<file path="src/rtl/mqfc_pkg.sv">
// Package for the mirrored quad framed compositor.
// Holds the request, response and register types, codes and size helpers.
// No dependencies.
package mqfc_pkg;

   localparam int MAX_SOURCE_WIDTH_DEF  = 512;
   localparam int MAX_SOURCE_HEIGHT_DEF = 512;
   localparam int FRAME_MAX             = 31;
   localparam int CFG_DIM_W             = 10;
   localparam int CFG_FRAME_W           = 5;
   localparam int CSR_INDEX_W           = 3;
   localparam int CSR_DATA_W            = 10;

   typedef enum logic {
      OP_LOAD = 1'b0,
      OP_EMIT = 1'b1
   } opcode_type;

   typedef enum logic [CSR_INDEX_W-1:0] {
      CSR_SOURCE_WIDTH  = 3'd0,
      CSR_SOURCE_HEIGHT = 3'd1,
      CSR_BORDER_WIDTH  = 3'd2,
      CSR_FRAME_RED     = 3'd3,
      CSR_FRAME_GREEN   = 3'd4,
      CSR_FRAME_BLUE    = 3'd5
   } csr_index_type;

   typedef struct packed {
      opcode_type opcode;
      logic [7:0] pixel_blue;
      logic [7:0] pixel_green;
      logic [7:0] pixel_red;
   } req_type;

   typedef struct packed {
      logic [7:0] out_blue;
      logic [7:0] out_green;
      logic [7:0] out_red;
      logic       last_pixel;
   } rsp_type;

   typedef struct packed {
      logic [CFG_DIM_W-1:0]   source_width;
      logic [CFG_DIM_W-1:0]   source_height;
      logic [CFG_FRAME_W-1:0] border_width;
      logic [7:0]             frame_red;
      logic [7:0]             frame_green;
      logic [7:0]             frame_blue;
   } cfg_type;

   // Per-emit control that travels from the sequencer to the output stage
   typedef struct packed {
      logic frame;
      logic last;
   } emit_info_type;

   localparam logic [CFG_DIM_W-1:0]   SOURCE_WIDTH_RST  = 10'd512;
   localparam logic [CFG_DIM_W-1:0]   SOURCE_HEIGHT_RST = 10'd512;
   localparam logic [CFG_FRAME_W-1:0] BORDER_WIDTH_RST  = 5'd4;

   // Index bits of the reduced store along one axis of source size n
   function automatic int red_bits(input int n);
      int r;
      r = $clog2((n + 1) / 2);
      return (r < 1) ? 1 : r;
   endfunction

   function automatic int max_int(input int a, input int b);
      return (a > b) ? a : b;
   endfunction

endpackage

</file>
<file path="src/rtl/mqfc_seq.sv">
// Load and emit position counters with store address generation.
// Depends on mqfc_pkg.
module mqfc_seq
   import mqfc_pkg::*;
#(
   parameter int MAX_SOURCE_WIDTH  = MAX_SOURCE_WIDTH_DEF,
   parameter int MAX_SOURCE_HEIGHT = MAX_SOURCE_HEIGHT_DEF
) (
   input  logic          clock,
   input  logic          reset,
   input  cfg_type       cfg,
   input  logic          load_fire,
   input  logic          emit_fire,
   output logic          wr_en,
   output logic [red_bits(MAX_SOURCE_HEIGHT)+red_bits(MAX_SOURCE_WIDTH)-1:0] wr_addr,
   output logic [red_bits(MAX_SOURCE_HEIGHT)+red_bits(MAX_SOURCE_WIDTH)-1:0] rd_addr,
   output emit_info_type info
);

   localparam int JB    = red_bits(MAX_SOURCE_WIDTH);
   localparam int IB    = red_bits(MAX_SOURCE_HEIGHT);
   localparam int RED_W = (MAX_SOURCE_WIDTH + 1) / 2;
   localparam int RED_H = (MAX_SOURCE_HEIGHT + 1) / 2;
   localparam int ECB   = $clog2(2 * RED_W + 3 * FRAME_MAX);
   localparam int ERB   = $clog2(2 * RED_H + 3 * FRAME_MAX);
   localparam int XW    = max_int(max_int(ECB, ERB),
                             max_int(max_int($clog2(MAX_SOURCE_WIDTH + 1),
                                             $clog2(MAX_SOURCE_HEIGHT + 1)),
                                     CFG_DIM_W)) + 1;

   typedef logic [XW-1:0] ext_type;

   logic [JB:0]    load_col_ff, load_col_in;
   logic [IB:0]    load_row_ff, load_row_in;
   logic [ECB-1:0] emit_col_ff, emit_col_in;
   logic [ERB-1:0] emit_row_ff, emit_row_in;

   ext_type sw, sh, src_w, src_h, red_w, red_h, f, f2, cw, ch;
   ext_type lc, lr, lc_nxt, lr_nxt;
   ext_type ec, er, ec_nxt, er_nxt, i_idx, j_idx;
   logic    col_band, row_band;

   // clamp sizes and derive the composite geometry
   always_comb begin
      sw    = XW'(cfg.source_width);
      sh    = XW'(cfg.source_height);
      src_w = (sw == '0) ? XW'(1) : ((sw > XW'(MAX_SOURCE_WIDTH)) ? XW'(MAX_SOURCE_WIDTH) : sw);
      src_h = (sh == '0) ? XW'(1) : ((sh > XW'(MAX_SOURCE_HEIGHT)) ? XW'(MAX_SOURCE_HEIGHT) : sh);
      red_w = (src_w + XW'(1)) >> 1;
      red_h = (src_h + XW'(1)) >> 1;
      f     = XW'(cfg.border_width);
      f2    = f << 1;
      cw    = (red_w << 1) + f2 + f;
      ch    = (red_h << 1) + f2 + f;
   end

   // load side: keep even row, even column pixels
   always_comb begin
      lc = (XW'(load_col_ff) >= src_w) ? '0 : XW'(load_col_ff);
      lr = (XW'(load_row_ff) >= src_h) ? '0 : XW'(load_row_ff);
      lc_nxt = lc + XW'(1);
      lr_nxt = lr;
      if (lc_nxt >= src_w) begin
         lc_nxt = '0;
         lr_nxt = lr + XW'(1);
         if (lr_nxt >= src_h) begin
            lr_nxt = '0;
         end
      end
      load_col_in = (JB+1)'(lc_nxt);
      load_row_in = (IB+1)'(lr_nxt);
      wr_en   = load_fire && !lc[0] && !lr[0];
      wr_addr = {lr[IB:1], lc[JB:1]};
   end

   // emit side: band test, tile mirroring and raster advance
   always_comb begin
      ec = (XW'(emit_col_ff) >= cw) ? '0 : XW'(emit_col_ff);
      er = (XW'(emit_row_ff) >= ch) ? '0 : XW'(emit_row_ff);
      col_band = (ec < f) || ((ec >= f + red_w) && (ec < f2 + red_w)) ||
                 (ec >= f2 + (red_w << 1));
      row_band = (er < f) || ((er >= f + red_h) && (er < f2 + red_h)) ||
                 (er >= f2 + (red_h << 1));
      i_idx = (er >= f2 + red_h) ? er - (f2 + red_h) : f + red_h - XW'(1) - er;
      j_idx = (ec >= f2 + red_w) ? f2 + (red_w << 1) - XW'(1) - ec : ec - f;
      rd_addr    = {i_idx[IB-1:0], j_idx[JB-1:0]};
      info.frame = col_band || row_band;
      info.last  = (er == ch - XW'(1)) && (ec == cw - XW'(1));
      ec_nxt = ec + XW'(1);
      er_nxt = er;
      if (ec_nxt >= cw) begin
         ec_nxt = '0;
         er_nxt = er + XW'(1);
         if (er_nxt >= ch) begin
            er_nxt = '0;
         end
      end
      emit_col_in = ECB'(ec_nxt);
      emit_row_in = ERB'(er_nxt);
   end

   always_ff @(posedge clock) begin
      if (reset) begin
         load_col_ff <= '0;
         load_row_ff <= '0;
         emit_col_ff <= '0;
         emit_row_ff <= '0;
      end else begin
         if (load_fire) begin
            load_col_ff <= load_col_in;
            load_row_ff <= load_row_in;
         end
         if (emit_fire) begin
            emit_col_ff <= emit_col_in;
            emit_row_ff <= emit_row_in;
         end
      end
   end

endmodule

</file>
<file path="config.mk">
export PLATFORM = sky130hd
export DESIGN_NAME = mqfc_seq
export DESIGN_NICKNAME = d
export VERILOG_FILES = /design/src/rtl/mqfc_pkg.sv /design/src/rtl/mqfc_seq.sv
export SDC_FILE = /design/constraint.sdc
export NUM_CORES = 1
export LEC_CHECK = 0
export BUFFER_PORTS_ARGS = -buffer_cell sky130_fd_sc_hd__buf_2
export CAP_MARGIN = 20
export CORE_ASPECT_RATIO = 1.25
export CORE_MARGIN = 3
export CORE_UTILIZATION = 50
export DETAILED_ROUTE_END_ITERATION = 7
export PLACE_DENSITY = 0.73
export SYNTH_ARGS = -nofsm -noshare
export SYNTH_HDL_FRONTEND = slang
export SYNTH_SLANG_ARGS = --single-unit
</file>
<file path="constraint.sdc">
create_clock -name clock -period 11.2 [get_ports clock]
set_input_delay 1.68 -clock clock [delete_from_list [all_inputs] [get_ports clock]]
set_output_delay 1.68 -clock clock [all_outputs]
set_load 0.02 [all_outputs]
</file>
==> metrics.md <==
| Metric | Value |
|---|---|
| Outcome | `finished, final reports clean` |
| Syn-to-layout area delta | `9.732%` |
| Main synth FF type | `dfxtp_1` |
| Worst Reg-to-Reg Cells | `24` |
| H-tree levels | `2` |
| Flop pwr share | `between 10% and 20%` |
| Hold Path Class | `register to register` |
| TritonCTS Buffers | `5` |
| Dominant cells by area after synthesis | `ha_1 26%, dfxtp_1 8.4%, xnor2_1 5.6%, xor2_1 4.9%, a21oi_1 4.4%` |
| First-pass GRT wire length | `39850 um` |
| Worst EP required | `9.52 ns` |
| Post-synthesis cell type count | `90` |
| RR Startpoint | `load_col_ff[0]` |
| Number of max-cap violations | `0` |
| Die area | `between 0.015 and 0.02 mm^2` |
| Drt wl/cell | `~16 um` |
| Final core occ | `a little under three fifths` |
| Later-pin clock latency in the skew report | `roughly 0.29 ns` |
| Root buf cell | `clkbuf_16` |
| Reg clk slew, reported paths | `around 0.060 ns` |
| Mapped Cells | `between 1000 and 1500` |
| Flop-to-flop setup slack | `between 5 and 6 ns` |
| Slew Limit Fails | `0` |
| Max Clk Rate | `0.09374 GHz` |
| Largest area contributor in the synthesized netlist | `ha_1` |
| DRT Pass-1 Iters | `5` |
| Via count | `~8600` |
| Core ar. | `0.01763 mm^2` |
| Sw Pwr | `between 0.3 and 0.4 mW` |
| Setup CP Type | `input port to output port` |
| Worst vdd ir | `between 0.06 and 0.07 mV` |
| Post-route DRC | `0` |
| Hold-critical path depth | `2` |
| Initial Utilization | `between 50% and 60%` |
| Cell Pwr Density | `roughly 80 mW/mm^2` |
| Clock power share | `roughly a fifth` |
| Worst path slowest cell | `fa_1` |
| CP endpoint kind | `output port` |
| Die width | `about 130 um` |
| Crit Path Max Fanout | `6` |
| Vert. Die Dim | `156.9 um` |
| CTS Buffer Depth | `2` |
| Syn Area/Cell | `about 8 um^2` |
| Starting DRT DRC Count | `~550` |
| Switching share of power | `46.34%` |
| Slew @ Worst Pin | `1.006 ns` |
| Antenna violations before repair | `0` |
| Setup crit start kind | `input port` |
| #FFs+latches synth | `38` |
| Hold Fails Final Rpt | `0` |
| Leak | `about 5.0 nW` |
| Vias/cell | `5.910` |
| PortBufs | `63` |
| Internal Power | `between 0.4 and 0.5 mW` |
| Ant diodes | `0` |
| Post-synth EDFFs | `0` |
| Clock sinks | `38` |
| Tmin final | `roughly 11 ns` |
| Post-CTS sizing | `0` |
| Total GRT Usage | `23.86%` |
| Site row count | `54` |
| Ys async rst share | `0%` |
| Logic pwr share | `a little under two thirds` |
| Final period utilization | `between 90% and 100%` |
| Relative slew slack | `between 30% and 40%` |
| Max incr delay on CP | `0.45 ns` |
| Setup Viol. Count Final | `0` |
| Final non-filler cell total | `between 1000 and 1500` |
| Arrival time worst endpoint | `8.99 ns` |
| Setup Buffers After CTS | `0` |
| R2R Path End | `load_row_ff[8]` |
| IO Count | `88` |
| Clk_skew | `just over 0.006 ns` |
| Hpwl dp | `between 15000 and 20000 um` |
| CTS tree | `yes` |
| Global placement routability congestion | `0.9292` |
| Worst hold start | `emit_col_ff[0]` |
| Fin Setup TNS | `0 ns` |
| Vias in the first global route | `slightly above 8000` |
| Total grt overflow | `0` |
| Antenna-violating nets left | `0` |
| DRT Wirelength | `roughly 24000 um` |
| Seq/Total Area, Yosys | `under 10%` |
| WHS | `~0.53 ns` |
| WHS Endpoint | `emit_col_ff[0]` |
| Most used cell, CP | `ha_1` |
| Layout Nets | `1484` |
| Cts hold-fix bufs | `0` |
| Yosys top cell area share | `between 20 and 30%` |
| Post-Place Cells | `around 1500` |
| Post-synth design cell area | `a little over 0.009 mm^2` |
| Largest net degree at the start of global routing | `23` |
| Synth warn | `0` |
| Layout cells sized above 1 | `between 10% and 20%` |
==> worst max-delay path, delay by kind of cell <==
kind | cells | cell delay [ns]
AND/OR/NAND/NOR | 12 | 2.29
adder cells (fa/ha/maj) | 7 | 2.20
XOR/XNOR | 2 | 0.59
buffers and inverters | 4 | 0.50
AO/OA/AOI/OAI | 10 | 1.71
==> cell usage in the layout (no fill, tap or decap), types with 18 or more instances in the layout <==
cell	Yosys	final
ha_1	187	187
inv_1	91	91
a21oi_1	80	79
nand2_1	73	73
nor2_1	65	64
buf_2	3	63
xnor2_1	58	58
nand3_1	55	55
o21ai_0	54	53
xor2_1	51	50
a21o_1	44	44
dfxtp_1	38	38
nand2b_1	36	36
nor2b_1	30	30
buf_4	0	24
a22o_1	23	23
and3_1	22	22
nand4_1	18	18
==> sequential cells by signal, summed over array words and instances (netlist names) <==
signal,count
load_col_ff,9
emit_col_ff,10
load_row_ff,9
emit_row_ff,10
==> worst max path at each step <==
stage               slack [ns]     from         end  depth (start not counted)
finish                    0.53  cfg[44]     info[1]                         35
global route             -0.02  cfg[44]     info[1]                         37
CTS                       0.24  cfg[44]  rd_addr[0]                         33
detailed placement        0.26  cfg[44]  rd_addr[0]                         36
global placement          0.36  cfg[44]  rd_addr[0]                         36
floorplan                 1.25  cfg[40]  rd_addr[2]                         32
==> cell usage after synthesis (5+ instances only) <==
cell type / n
o22ai_1: 5
nor2_1: 65
a211oi_1: 9
nor2b_1: 30
o21a_1: 8
inv_1: 91
nand4_1: 18
a21o_1: 44
a31oi_1: 6
mux2i_1: 12
and2_1: 7
a21oi_1: 80
nor3_1: 12
ha_1: 187
nand2_1: 73
nand2b_1: 36
xnor2_1: 58
o21ai_0: 54
o21bai_1: 11
or3_1: 5
and3_1: 22
nand3b_1: 6
dfxtp_1: 38
a22o_1: 23
fa_1: 10
nor3b_1: 7
o31ai_1: 6
nor4_1: 10
xor2_1: 51
clkbuf_1: 20
nand3_1: 55
==> layout make-up <==
type	count	area, um^2
sequential	38	760.7
clock buffer	7	142.6
fill	1692	7646
clock inverter	1	5.005
inverter	94	352.8
multi-input combinational	1008	7951
timing repair buffer	87	495.5
tap	224	280.3
==> metrics by stage <==
stage	cell area, um^2	power, mW	worst slack, ns
after floorplan	9121	0.5186	1.252
after global placement	9803	0.6412	0.3617
after detailed placement	9803	0.6521	0.2638
after CTS	9951	0.8082	0.2372
after global routing	9988	0.8773	-0.01755
final	9988	0.8107	0.5321
==> kinds of logic (layout without fill, tap and decap cells) <==
logic type               count (synthesis)  count (layout)  share of synthesized area (%)
AO/OA/AOI/OAI                          309             309                          23.97
XOR/XNOR                               113             113                          11.46
adder cells (fa/ha/maj)                201             201                          28.34
buffers and inverters                  118             189                          4.990
flip-flops                              38              38                          8.357
multiplexers                            12              12                          1.320
other                                    1               6                        0.04120
AND/OR/NAND/NOR                        367             367                          21.51
==> routing by layer <==
layer  GRT usage (%)  routed length (um)  vias up
met2           42.38               11780      187
met4           6.183                 413        0
li1                -                   -     4351
met1           31.24               10800     4060
met5               0                   0        -
met3           1.741                 915       25
==> power groups by stage <==
stage / Clock, mW / Combinational [mW] / Sequential, mW
final: 0.151 / 0.518 / 0.142
after global routing: 0.156 / 0.579 / 0.142
after CTS: 0.154 / 0.513 / 0.141
after detailed placement: 0 / 0.508 / 0.144
after global placement: 0 / 0.497 / 0.145
after floorplan: 0 / 0.375 / 0.143
(Power assumes the default switching activity.)
